==> config.mk <==
export PLATFORM = sky130hd
export DESIGN_NAME = ubx_frame_encoder_core
export DESIGN_NICKNAME = d
export VERILOG_FILES = /design/src/ufe_pkg.sv /design/src/ufe_front.sv /design/src/ufe_fifo.sv /design/src/ufe_back.sv /design/src/ubx_frame_encoder_core.sv
export SDC_FILE = /design/constraint.sdc
export NUM_CORES = 1
export LEC_CHECK = 0
export ABC_AREA = 1
export BUFFER_PORTS_ARGS = -buffer_cell sky130_fd_sc_hd__buf_2
export CORE_ASPECT_RATIO = 1.75
export CORE_MARGIN = 1.5
export CORE_UTILIZATION = 25
export CTS_CLUSTER_DIAMETER = 100
export DETAILED_ROUTE_END_ITERATION = 10
export PLACE_DENSITY = 0.51
export SLEW_MARGIN = 30
export SYNTH_ARGS = -nofsm -noshare
export SYNTH_HDL_FRONTEND = slang
export SYNTH_SLANG_ARGS = --single-unit
==> constraint.sdc <==
create_clock -name clk -period 7.9 [get_ports clk]
set_input_delay 2.37 -clock clk [delete_from_list [all_inputs] [get_ports clk]]
set_output_delay 2.37 -clock clk [all_outputs]
set_load 0.03 [all_outputs]
==> src/ufe_pkg.sv <==
// Shared types and constants for the UBX frame encoder.
package ufe_pkg;

  localparam logic CMD_START   = 1'b0;
  localparam logic CMD_PAYLOAD = 1'b1;

  localparam int  CFG_IDX_W      = 1;
  localparam logic [CFG_IDX_W-1:0] REG_SYNC_FIRST  = 1'd0;
  localparam logic [CFG_IDX_W-1:0] REG_SYNC_SECOND = 1'd1;

  localparam logic [7:0] SYNC_FIRST_RST  = 8'hB5;
  localparam logic [7:0] SYNC_SECOND_RST = 8'h62;

  typedef struct packed {
    logic        command;
    logic [7:0]  msg_class;
    logic [7:0]  msg_id;
    logic [15:0] payload_length;
    logic [7:0]  data_byte;
  } in_item_t;

  typedef struct packed {
    logic [7:0] out_byte;
    logic       frame_end;
    logic       run_last;
    logic       error;
  } out_item_t;

  typedef enum logic [1:0] {
    JOB_START = 2'd0,
    JOB_DATA  = 2'd1,
    JOB_ERR   = 2'd2
  } job_kind_t;

  typedef struct packed {
    job_kind_t   kind;
    logic [7:0]  byte0;
    logic [7:0]  byte1;
    logic [15:0] length;
    logic        last;
  } job_t;

  typedef struct packed {
    logic valid;
    job_t job;
  } job_push_t;

endpackage

==> src/ufe_front.sv <==
// Front end: accepts input transfers, tracks frame state and classifies each item as a job.
module ufe_front import ufe_pkg::*; (
  input  logic      clk,
  input  logic      rst_n,
  input  logic      in_valid,
  output logic      in_ready,
  input  in_item_t  in_data,
  input  logic      push_ready,
  output job_push_t push
);

  logic        open_r;
  logic        open_nxt;
  logic [15:0] remaining_r;
  logic [15:0] remaining_nxt;
  logic        accept;

  assign in_ready = push_ready;
  assign accept   = in_valid & push_ready;

  always_comb begin
    push.valid      = accept;
    push.job.byte0  = in_data.msg_class;
    push.job.byte1  = in_data.msg_id;
    push.job.length = in_data.payload_length;
    push.job.last   = 1'b0;
    push.job.kind   = JOB_ERR;
    open_nxt        = open_r;
    remaining_nxt   = remaining_r;
    if (in_data.command == CMD_START) begin
      push.job.kind = JOB_START;
      open_nxt      = (in_data.payload_length != 16'd0);
      remaining_nxt = in_data.payload_length;
    end else if (open_r && (remaining_r != 16'd0)) begin
      push.job.kind  = JOB_DATA;
      push.job.byte0 = in_data.data_byte;
      push.job.last  = (remaining_r == 16'd1);
      remaining_nxt  = remaining_r - 16'd1;
      open_nxt       = (remaining_r != 16'd1);
    end
  end

  always_ff @(posedge clk) begin
    if (!rst_n) begin
      open_r      <= 1'b0;
      remaining_r <= 16'd0;
    end else if (accept) begin
      open_r      <= open_nxt;
      remaining_r <= remaining_nxt;
    end
  end

endmodule

==> src/ufe_fifo.sv <==
// Short job queue between the front end and the byte sequencer.
module ufe_fifo import ufe_pkg::*; #(
  parameter int DEPTH = 4
) (
  input  logic      clk,
  input  logic      rst_n,
  input  job_push_t push,
  output logic      push_ready,
  input  logic      pop,
  output logic      pop_valid,
  output job_t      pop_job
);

  localparam int PTR_W = (DEPTH > 1) ? $clog2(DEPTH) : 1;
  localparam int CNT_W = $clog2(DEPTH + 1);
  localparam logic [CNT_W-1:0] DEPTH_C = CNT_W'(DEPTH);
  localparam logic [PTR_W-1:0] LAST_C  = PTR_W'(DEPTH - 1);

  job_t             mem [DEPTH];
  logic [PTR_W-1:0] wr_ptr_r;
  logic [PTR_W-1:0] rd_ptr_r;
  logic [CNT_W-1:0] count_r;
  logic             do_push;
  logic             do_pop;

  assign push_ready = (count_r != DEPTH_C);
  assign pop_valid  = (count_r != '0);
  assign pop_job    = mem[rd_ptr_r];
  assign do_push    = push.valid & push_ready;
  assign do_pop     = pop & pop_valid;

  always_ff @(posedge clk) begin
    if (do_push) begin
      mem[wr_ptr_r] <= push.job;
    end
  end

  always_ff @(posedge clk) begin
    if (!rst_n) begin
      wr_ptr_r <= '0;
      rd_ptr_r <= '0;
      count_r  <= '0;
    end else begin
      if (do_push) begin
        wr_ptr_r <= (wr_ptr_r == LAST_C) ? '0 : wr_ptr_r + 1'b1;
      end
      if (do_pop) begin
        rd_ptr_r <= (rd_ptr_r == LAST_C) ? '0 : rd_ptr_r + 1'b1;
      end
      if (do_push && !do_pop) begin
        count_r <= count_r + 1'b1;
      end else if (do_pop && !do_push) begin
        count_r <= count_r - 1'b1;
      end
    end
  end

endmodule

==> src/ufe_back.sv <==
// Back end: serializes jobs into frame bytes, keeps the Fletcher-8 sums and holds the output register.
module ufe_back import ufe_pkg::*; (
  input  logic       clk,
  input  logic       rst_n,
  input  logic [7:0] sync_first,
  input  logic [7:0] sync_second,
  input  logic       job_valid,
  input  job_t       job_in,
  output logic       job_pop,
  output logic       out_valid,
  input  logic       out_ready,
  output out_item_t  out_data
);

  job_t       cur_r;
  logic       cur_valid_r;
  logic [2:0] step_r;
  logic [7:0] sum_a_r;
  logic [7:0] sum_b_r;
  logic       out_valid_r;
  out_item_t  out_r;

  out_item_t  res;
  logic       acc;
  logic       clear;
  logic       done;
  logic       emit;
  logic [7:0] sum_a_nxt;
  logic [7:0] sum_b_nxt;

  always_comb begin
    res   = '0;
    acc   = 1'b0;
    clear = 1'b0;
    done  = 1'b0;
    unique case (cur_r.kind)
      JOB_START: begin
        unique case (step_r)
          3'd0: begin
            res.out_byte = sync_first;
            clear        = 1'b1;
          end
          3'd1: res.out_byte = sync_second;
          3'd2: begin
            res.out_byte = cur_r.byte0;
            acc          = 1'b1;
          end
          3'd3: begin
            res.out_byte = cur_r.byte1;
            acc          = 1'b1;
          end
          3'd4: begin
            res.out_byte = cur_r.length[7:0];
            acc          = 1'b1;
          end
          3'd5: begin
            res.out_byte = cur_r.length[15:8];
            acc          = 1'b1;
            res.run_last = (cur_r.length != 16'd0);
            done         = (cur_r.length != 16'd0);
          end
          3'd6: res.out_byte = sum_a_r;
          default: begin
            res.out_byte  = sum_b_r;
            res.frame_end = 1'b1;
            res.run_last  = 1'b1;
            done          = 1'b1;
          end
        endcase
      end
      JOB_DATA: begin
        priority if (step_r == 3'd0) begin
          res.out_byte = cur_r.byte0;
          acc          = 1'b1;
          res.run_last = !cur_r.last;
          done         = !cur_r.last;
        end else if (step_r == 3'd1) begin
          res.out_byte = sum_a_r;
        end else begin
          res.out_byte  = sum_b_r;
          res.frame_end = 1'b1;
          res.run_last  = 1'b1;
          done          = 1'b1;
        end
      end
      default: begin
        res.error    = 1'b1;
        res.run_last = 1'b1;
        done         = 1'b1;
      end
    endcase
  end

  assign emit      = cur_valid_r & (!out_valid_r | out_ready);
  assign job_pop   = !cur_valid_r | (emit & done);
  assign sum_a_nxt = sum_a_r + res.out_byte;
  assign sum_b_nxt = sum_b_r + sum_a_nxt;
  assign out_valid = out_valid_r;
  assign out_data  = out_r;

  always_ff @(posedge clk) begin
    if (!rst_n) begin
      cur_valid_r <= 1'b0;
      step_r      <= 3'd0;
      out_valid_r <= 1'b0;
      sum_a_r     <= 8'd0;
      sum_b_r     <= 8'd0;
    end else begin
      if (emit) begin
        out_valid_r <= 1'b1;
      end else if (out_ready) begin
        out_valid_r <= 1'b0;
      end
      if (emit && clear) begin
        sum_a_r <= 8'd0;
        sum_b_r <= 8'd0;
      end else if (emit && acc) begin
        sum_a_r <= sum_a_nxt;
        sum_b_r <= sum_b_nxt;
      end
      if (job_pop) begin
        cur_valid_r <= job_valid;
        step_r      <= 3'd0;
      end else if (emit) begin
        step_r <= step_r + 3'd1;
      end
    end
  end

  always_ff @(posedge clk) begin
    if (job_pop) begin
      cur_r <= job_in;
    end
    if (emit) begin
      out_r <= res;
    end
  end

endmodule

==> src/ubx_frame_encoder_core.sv <==
// Top level of the UBX frame encoder: sync registers, front end, job queue and back end.
// Each input transfer passes the job queue, the back end's job register and the output register.
// The back end emits one output byte per cycle while the output side is ready; a payload item
// yields one byte (three on the last of a frame) and a start item six (eight at zero length).
// Inputs are accepted every cycle while the job queue has room, so header bursts are absorbed.
// Reset: synchronous active-low; clears frame state, sums and queue, sync bytes return to B5/62.
module ubx_frame_encoder_core import ufe_pkg::*; #(
  parameter int QUEUE_DEPTH = 4
) (
  input  logic                 clk,
  input  logic                 rst_n,
  input  logic                 in_valid,
  output logic                 in_ready,
  input  in_item_t             in_data,
  output logic                 out_valid,
  input  logic                 out_ready,
  output out_item_t            out_data,
  input  logic                 cfg_valid,
  output logic                 cfg_ready,
  input  logic [CFG_IDX_W-1:0] cfg_index,
  input  logic [7:0]           cfg_data
);

  logic [7:0] sync_first_r;
  logic [7:0] sync_second_r;
  job_push_t  push;
  logic       push_ready;
  logic       pop;
  logic       pop_valid;
  job_t       pop_job;

  assign cfg_ready = 1'b1;

  always_ff @(posedge clk) begin
    if (!rst_n) begin
      sync_first_r  <= SYNC_FIRST_RST;
      sync_second_r <= SYNC_SECOND_RST;
    end else if (cfg_valid) begin
      unique case (cfg_index)
        REG_SYNC_FIRST:  sync_first_r  <= cfg_data;
        REG_SYNC_SECOND: sync_second_r <= cfg_data;
        default: ;
      endcase
    end
  end

  ufe_front u_front (
    .clk        (clk),
    .rst_n      (rst_n),
    .in_valid   (in_valid),
    .in_ready   (in_ready),
    .in_data    (in_data),
    .push_ready (push_ready),
    .push       (push)
  );

  ufe_fifo #(
    .DEPTH (QUEUE_DEPTH)
  ) u_fifo (
    .clk        (clk),
    .rst_n      (rst_n),
    .push       (push),
    .push_ready (push_ready),
    .pop        (pop),
    .pop_valid  (pop_valid),
    .pop_job    (pop_job)
  );

  ufe_back u_back (
    .clk         (clk),
    .rst_n       (rst_n),
    .sync_first  (sync_first_r),
    .sync_second (sync_second_r),
    .job_valid   (pop_valid),
    .job_in      (pop_job),
    .job_pop     (pop),
    .out_valid   (out_valid),
    .out_ready   (out_ready),
    .out_data    (out_data)
  );

endmodule
# Word level (Yosys, flattened, before mapping)
# Memories as Yosys holds them, arrays and structs flattened. A register that Yosys moved wholly into a read port is not among the register bits.
# Cells that the tools add are included.
# totals
regBits	72
ram_bits	140
in_bits	55
out_inout_bits	14
wordCells	109
n_memories	1
# op_classes
addsub	8
eq_ne	13
n_mux	35
bitwise_logic	9
n_reduce_logical	27
# mem_list
name	words	word_bits	read_ports	rd_clocked_by_memory_dff	write_ports	line_no	source
u_fifo.mem	4	35	1	1	1	ufe_fifo.sv:19	job_t mem [DEPTH];
# ops
cell	count
$pmux 8 s7	1
$reduce_bool 16->1	3
$mux 16	2
$mux 8	3
$pmux 9 s2	1
$mux 1	17
$add 8x8->8	2
$eq 16x1->1 const B	1
$ne 16x1->1 const B	1
$sub 16x1->16 const B	1
$mux 10	1
$eq 3x3->1 const B	3
$mux 2	4
$pmux 1 s2	4
$reduce_or 7->1	1
$add 3x1->3 const B	2
$eq 3x2->1 const B	2
$mux 3	2
$reduce_and 2->1	3
$reduce_or 2->1	3
$reduce_or 6->1	1
$and 1x1->1	5
$logic_and 1x1->1	5
$logic_not 1->1	5
14 further kinds	19

# Logic depth before layout (Yosys ltp)
# Gate-level depths: netlist (run 1).
# depth
word_depth	10
ltp_mapped	28
ltp_nobuf	27

# By module
# Synthesis (run 1) repeated with hierarchy kept, for this count alone.
# unflattened
cells_unflattened	1194
hier_area_um2	11716.2
# by_module_without_submodules
mod	n_inst	cells_each	area_each_um2	seq_area_each_um2
ufe_fifo	1	408	5669.2	4384.2
ufe_back	1	392	3713.6	1801.7
ufe_front	1	314	1732.9	340.3
ubx_frame_encoder_core	1	80	600.6	320.3

# Least setup slack after synthesis (run 1)
# No wires, ideal clock.
# synth_timing
path_type	input port to flip-flop
startpoint	input out_ready
endpoint	register u_fifo.count_r[1]
setup_ns	0.116
arrival_ns	5.021
required_time_ns	7.784
path_slack_ns	2.764
stages	12
n_path_buf	0
cell_sequence	inv_1 > nand2_1 > nand2_1 > inv_1 > nand3_1 > nand2_1 > nand2_1 > ha_1 > inv_1 > fa_1 > o21ai_0 > nor2_1
# synth_via
elab_chain_cells	8
word_cells_on_any_way	10
classes_between	mux (1); bitwise (5); reduce/logical (4)
# synth_lines
element	line_no	source
from (decl)	ubx_frame_encoder_core.sv:16	input logic out_ready,
$or 1x1->1 (*)	ufe_back.sv:94	assign emit = cur_valid_r & (!out_valid_r | out_ready);
$and 1x1->1 (*)	ufe_back.sv:94	
via u_back.emit	ufe_back.sv:27	logic emit;
$and 1x1->1 (*)	ufe_back.sv:95	assign job_pop = !cur_valid_r | (emit & done);
$or 1x1->1 (*)	ufe_back.sv:95	
via pop	ubx_frame_encoder_core.sv:28	logic pop;
$and 1x1->1 (*)	ufe_fifo.sv:30	assign do_pop = pop & pop_valid;
$logic_not 1->1	ufe_fifo.sv:50	if (do_push && !do_pop) begin
$logic_and 1x1->1	ufe_fifo.sv:50	
$mux 3 / $reduce_bool 2->1 (equally long branches)	-	
to (signal assigned)	ufe_fifo.sv:51	count_r <= count_r + 1'b1;
to (signal assigned)	ufe_fifo.sv:53	count_r <= count_r - 1'b1;
to (decl)	ufe_fifo.sv:22	logic [CNT_W-1:0] count_r;
# Mark *: on every way through the listed nets, which the timed path passes. The rest lies on a longest branch.
# A chain may end at the register's enable or synchronous reset.

==> results of run 1 <==
## worst min-delay path by stage
stage	startpoint	end	slack, ns
after floorplan	sync_first_r[0]	sync_first_r[0]	0.43
after global placement	sync_first_r[5]	sync_first_r[5]	0.44
after detailed placement	sync_first_r[5]	sync_first_r[5]	0.45
after CTS	sync_first_r[5]	sync_first_r[5]	0.46
after global routing	sync_first_r[5]	sync_first_r[5]	0.49
final	sync_first_r[5]	sync_first_r[5]	0.46
## critical path, stage by stage, from the launching register on
cell	delay (ns)
dfxtp_1	0.34
inv_1	0.10
ha_1	0.46
nand2_1	0.47
nand2_1	0.16
nor2_1	0.07
nand2_1	0.35
nand3_1	0.12
o21ai_0	0.11
o22ai_1	0.13
ha_1	0.26
fa_1	0.47
nand3_1	0.12
nand2_1	0.06
nand2_1	0.08
nand2_1	0.07
a21oi_1	0.15
xnor2_1	0.17
ha_1	0.30
nand2_1	0.10
inv_1	0.05
nand4_1	0.08
o211ai_1	0.13
nand3b_1	0.21
nand3_1	0.08
nand2_1	0.05
a21oi_1	0.11
## cells by family after synthesis
kind of cell / Yosys count / share of synthesized area [%]
AOI/OAI and AO/OA: 286 / 14.64
xor gates and xnor gates: 13 / 1.040
adders and majority gates: 30 / 3.633
buffers and inverters: 133 / 5.016
DFF: 247 / 62.16
other: 1 / 0.03425
and+or+nand+nor: 345 / 13.48
## layout make-up
class / count / area (µm²)
Inverter: 88 / 331.6
Fill cell: 4477 / 30680
Multi-Input combinational cell: 675 / 3625
Timing Repair Buffer: 79 / 425.4
Clock buffer: 30 / 664.4
Tap cell: 566 / 708.2
Sequential cell: 247 / 6808
Clock inverter: 14 / 100.1
## registers in the layout (all words and copies together) (netlist names)
register and cells:
u_back.cur_valid_r 1, u_fifo.mem 140, sync_first_r 8, u_back.step_r 3, u_fifo.count_r 3, sync_second_r 8, u_back.cur_r 35, u_front.remaining_r 16
u_front.open_r 1, u_back.out_data 11, u_back.sum_b_r 8, u_fifo.rd_ptr_r 2, u_fifo.wr_ptr_r 2, u_back.sum_a_r 8, u_back.out_valid 1
## layer usage
metal  part of all wire (%)  global-route usage (%)  vias to the layer above
li1                       -                       -                     3848
met1                     36                   12.70                     3829
met2                     54                   24.31                      174
met5                  0.042                       0                        -
met3                    3.2                   1.614                       77
met4                    6.3                   8.191                        2
## layout by cell type, fill, tap and decap left out, drive strengths merged
cell      count
conb          1
xnor2         4
a21boi        2
edfxtp      186
ha           27
xor2          9
nor3          5
nand3        51
buf          79
nand2       133
a31oi         8
fa            3
inv          90
o21ai       150
nand4         6
a311oi        1
o211ai        6
nor2        140
dfxtp        61
and3          2
a22oi         1
clkinvlp      3
a221oi        8
o22ai        47
clkbuf       30
nor4          4
clkinv        9
a21oi        53
o31ai         1
o21bai        1
or2           3
nand3b        1
a211oi        7
o2111ai       1
## through the flow
stage,cell area [µm²],instances,power (mW)
2_1_floorplan,10950,1055,2.843
3_5_place_dp,11900,1655,3.335
5_1_grt,12660,1699,4.671
3_3_place_gp,11900,1655,3.312
4_1_cts,12660,1699,4.462
6_report,12660,1699,4.398
## power by group through the flow
| stage | clock, mW | combinational (mW) | sequential [mW] |
|---|---|---|---|
| after floorplan | 0 | 0.919 | 1.92 |
| after global placement | 0 | 1.40 | 1.91 |
| after detailed placement | 0 | 1.42 | 1.91 |
| after CTS | 1.15 | 1.43 | 1.89 |
| after global routing | 1.19 | 1.57 | 1.91 |
| final | 1.12 | 1.39 | 1.89 |
==> results.json, run 1 <==
{
  "whs_path_depth": 2,
  "start_util_pct": 25.26,
  "yosys_warnings": 0,
  "power.net_switching_mw": 1.632,
  "antenna_found_initial": 1,
  "clockBufferDepth": 3,
  "cts_resized": 0,
  "fin_util_pct": 29.21,
  "fin_nets": 1200,
  "routed_wl_um": 28910,
  "p_sw_share_pct": 37.11,
  "p_seq_share_pct": 42.9,
  "path_class": "flop to flop",
  "timing_hold_violations_final": 0,
  "place_ws_ns": 2.648,
  "dr.pass1.iters": 4,
  "synth_edf_count": 186,
  "arrival_ns": 5.33,
  "cts_buffers": 24,
  "synth.most_common_cell": "edfxtp_1",
  "wl_per_cell_um": 17.02,
  "skew_ns": 0.01545,
  "fin_setup_tns_ns": 0,
  "viasPerCell": 4.667,
  "cp-start-kind": "flop",
  "synth_seq_cells": 247,
  "r2r_cells": 26,
  "setup_ws_ns": 3.030,
  "grt_max_degree": 74,
  "synth.distinct_cells": 47,
  "status": "finished, final reports clean",
  "grt_setup_unrepaired": "no",
  "die_area_um2": 45110,
  "die-height_um": 279.9,
  "report.final.setup_viol": 0,
  "p_leak_nw": 4.729,
  "critPathRequiredTime_ns": 8.36,
  "n_antenna_cell": 0,
  "areaGrowthSynthToFinish_pct": 15.63,
  "synth_nets": 1140,
  "async_flop_share_pct": 0,
  "synth_area_um2": 10950,
  "overflow": 0,
  "cts_tree": "built",
  "synth_top_area_share_pct": 51.01,
  "clkTransAtPathRegs_ns": 0.07,
  "ys.flop_type": "edfxtp_1",
  "place_congestion": 0.9315,
  "crit_path_end": "u_back.sum_b_r[7]",
  "fin_worst_hold_slack_ns": 0.4634,
  "syn-instance-count": 1055,
  "layout-drive-gt1-share_pct": 13.68,
  "synth_top_cell_by_area": "edfxtp_1",
  "syn_area_per_cell_um2": 10.38,
  "worst_pin_slew_ns": 0.7591,
  "ys_seq_area_share_pct": 62.16,
  "grt_pass1_vias": 7869,
  "clock_latency_ns": 0.53,
  "port_buffers": 67,
  "rr_endpoint": "u_back.sum_b_r[7]",
  "final.period_utilization_pct": 61.65,
  "grtUsageTotal_pct": 12.69,
  "end_kind": "flop",
  "min_path_type": "flop to flop",
  "hpwl_um": 20370,
  "pwr-share-comb_pct": 31.7,
  "power.density_nw_per_um2": 347.4,
  "clkPwrFrac_pct": 25.4,
  "fin_crit_ns": 4.870,
  "postCtsSetupRepairBufs": 0,
  "crit_fanout": 20,
  "ant_nets": 0,
  "rr_startpoint": "u_back.step_r[1]",
  "io_pins": 69,
  "grt_first_pass_wirelength_um": 44090,
  "ir_drop_mv": 0.1832,
  "clock_sinks": 247,
  "vias": 7930,
  "drc": 0,
  "max_cap_viol_count": 0,
  "fmax_mhz": 205.3,
  "r2r_slack_ns": 3.03,
  "rows": 101,
  "drtIter0Drc": 390,
  "core-area_um2": 43350,
  "ys_top_cells_by_area": "edfxtp_1 (51%), dfxtp_1 (11%), o21ai_0 (6.8%)",
  "htreeDepth": 1,
  "slew_headroom_pct": 49.39,
  "die_w_um": 161.2,
  "synthTopCellsByCount": "edfxtp_1 (186), o21ai_0 (148), nor2_1 (134)",
  "cts_hold_buf": 0,
  "slew_violations": 0,
  "cts_root_buffer": "clkbuf_16",
  "p_int_mw": 2.766,
  "cp-startpoint": "u_back.step_r[1]"
}
(Power assumes the default switching activity.)
==> run 2, diff against run 1 <==
--- a/config.mk
+++ b/config.mk
@@ -12,7 +12,7 @@
 export CORE_UTILIZATION = 25
 export CTS_CLUSTER_DIAMETER = 100
 export DETAILED_ROUTE_END_ITERATION = 10
-export PLACE_DENSITY = 0.51
+export PLACE_DENSITY = 0.52
 export SLEW_MARGIN = 30
 export SYNTH_ARGS = -nofsm -noshare
 export SYNTH_HDL_FRONTEND = slang
==> constraint.sdc (replaced) <==
create_clock -name clk -period 4.4 [get_ports clk]
set_input_delay 1.32 -clock clk [delete_from_list [all_inputs] [get_ports clk]]
set_output_delay 1.32 -clock clk [all_outputs]
set_load 0.03 [all_outputs]
==> run 2 against run 1 <==
  * Combinational power grew 86%
  * Largest cell class unchanged
  * Core utilization grew 0.48 points
  * Via count rose by 0.57%
  * Global-route usage rose by 0.41 points
==> results.json, run 2 (same netlist as run 1, synthesis figures left out) <==
{
  "clock_latency_ns": 0.54,
  "multi_input_area_um2": 3659,
  "clkTransAtPathRegs_ns": 0.07,
  "overflow": 0,
  "final_area_um2": 12870,
  "setup_ws_ns": 0.3609,
  "regMostFlops": "u_fifo.mem",
  "grt_setup_unrepaired": "no",
  "max_cap_viol_count": 0,
  "drtIter0Drc": 430,
  "viasPerCell": 4.642,
  "cts_resized": 0,
  "wl_per_cell_um": 17.26,
  "min_path_type": "flop to flop",
  "path_class": "flop to flop",
  "die-height_um": 279.9,
  "htreeDepth": 1,
  "final_cell_mix": "edfxtp_1 (186), o21ai_0 (147), nor2_1 (130)",
  "place_congestion": 0.8905,
  "critPathRequiredTime_ns": 4.87,
  "slew_headroom_pct": 41.53,
  "cts_hold_buf": 0,
  "grtUsageTotal_pct": 13.10,
  "layout-drive-gt1-share_pct": 15.89,
  "skew_ns": 0.01516,
  "ir_drop_mv": 0.2653,
  "hpwl_um": 21020,
  "largest_register_ffs": 140,
  "power.density_nw_per_um2": 630.1,
  "top_regs": "u_fifo.mem x140, u_back.cur_r x35, u_front.remaining_r x16",
  "grt_pass1_vias": 7807,
  "fin_crit_ns": 4.039,
  "nFillCells": 4428,
  "io_pins": 69,
  "final.period_utilization_pct": 91.80,
  "clock_sinks": 247,
  "clockBufferDepth": 3,
  "fmax_mhz": 247.6,
  "core-area_um2": 43350,
  "fin_setup_tns_ns": 0,
  "drc": 0,
  "die_w_um": 161.2,
  "ff_latch_area_um2": 6809,
  "cts_tree": "built",
  "postCtsSetupRepairBufs": 0,
  "port_buffers": 67,
  "antenna_found_initial": 0,
  "start_util_pct": 25.26,
  "end_kind": "flop",
  "timing_hold_violations_final": 0,
  "fin_nets": 1219,
  "slew_violations": 0,
  "place_ws_ns": 0.1466,
  "rows": 101,
  "grt_max_degree": 73,
  "dr.pass1.iters": 5,
  "crit_fanout": 7,
  "p_leak_nw": 4.840,
  "routed_wl_um": 29650,
  "n_antenna_cell": 0,
  "status": "finished, final reports clean",
  "placed_cell_area_um2": 12040,
  "worst_pin_slew_ns": 0.8761,
  "r2r_slack_ns": 0.36,
  "cts_root_buffer": "clkbuf_16",
  "vias": 7975,
  "report.final.setup_viol": 0,
  "ant_nets": 0,
  "die_area_um2": 45110,
  "cp-start-kind": "flop",
  "grt_first_pass_wirelength_um": 45140,
  "cts_buffers": 24,
  "arrival_ns": 4.51,
  "areaGrowthSynthToFinish_pct": 17.54,
  "final_common_cell": "edfxtp_1"
}
-- run 2: cell types whose count changed in the layout (fill, tap and decap cells not counted), moves of 2 or more --
| cell | before | now |
|---|---|---|
| buf_4 | 12 | 31 |
| clkbuf_1 | 3 | 0 |
| clkinv_1 | 3 | 6 |
| clkinv_2 | 4 | 7 |
| ha_1 | 27 | 24 |
| ha_2 | 0 | 3 |
| a21oi_1 | 53 | 51 |
| a21oi_2 | 0 | 2 |
| bufinv_16 | 0 | 2 |
| clkbuf_8 | 2 | 0 |
| inv_6 | 3 | 1 |
| o22ai_1 | 47 | 45 |
| o22ai_2 | 0 | 2 |
-- run 2: critical path, cell delays in order, from the launching register on --
cell and delay (ns):
dfxtp_1 0.38, inv_1 0.08, ha_1 0.27, buf_4 0.19, nand3_1 0.09, o21ai_0 0.08
a21oi_1 0.14, nand3_1 0.09, o21ai_1 0.12, o22ai_1 0.14, ha_2 0.24, fa_1 0.46
nand3_1 0.11, nand2_1 0.07, nand2_1 0.08, nand2_1 0.06, a21oi_2 0.12, xnor2_1 0.15
ha_1 0.30, nand2_1 0.10, inv_1 0.04, nand4_1 0.08, o211ai_1 0.13, nand3b_1 0.20
nand3_1 0.08, nand2_1 0.05, a21oi_1 0.12
-- run 2: area by class of cell --
cell class / count / area share (%)
Clock inverter: 19 / 1.322
Timing Repair Buffer: 98 / 4.413
Tap cell: 566 / 5.502
Inverter: 88 / 2.576
Clock buffer: 25 / 4.861
Sequential cell: 247 / 52.90
Multi-Input combinational cell: 675 / 28.42
-- run 2: worst paths after layout --
path | from | endpoint | cells past startpoint
setup / recovery | u_back.step_r[1] | u_back.sum_b_r[7] | 26
hold / removal | u_front.remaining_r[14] | u_front.remaining_r[14] | 2
setup reg to reg | u_back.step_r[1] | u_back.sum_b_r[7] | 26
hold reg to reg | u_front.remaining_r[14] | u_front.remaining_r[14] | 2
-- run 2: metrics by stage --
| step | utilization (%) | std cells | power, mW | hold WS, ns |
|---|---|---|---|---|
| 3_5_place_dp | 27.78 | 1674 | 6.083 | 0.4621 |
| 5_1_grt | 29.69 | 1718 | 8.583 | 0.4834 |
| 4_1_cts | 29.61 | 1718 | 8.183 | 0.4729 |
| 2_1_floorplan | - | 1055 | 5.104 | 0.4292 |
| 3_3_place_gp | 27.78 | 1674 | 6.047 | 0.4575 |
| 6_report | 29.69 | 1718 | 8.111 | 0.4697 |
-- run 2: per-layer routing --
metal	vias up	GRT usage, %	wire [µm]
met5	-	0	0
met4	0	7.692	1584
met3	69	1.836	1085
met2	179	25.42	16370
met1	3833	13.03	10620
li1	3894	-	-
-- run 2: power by group --
group / internal [mW] / switching, mW / leakage, nW / total, mW
Sequential: 3.14 / 0.292 / 2.24 / 3.43
Combinational: 0.795 / 1.79 / 2.21 / 2.59
Clock: 1.16 / 0.928 / 0.386 / 2.09
Total: 5.10 / 3.01 / 4.84 / 8.11
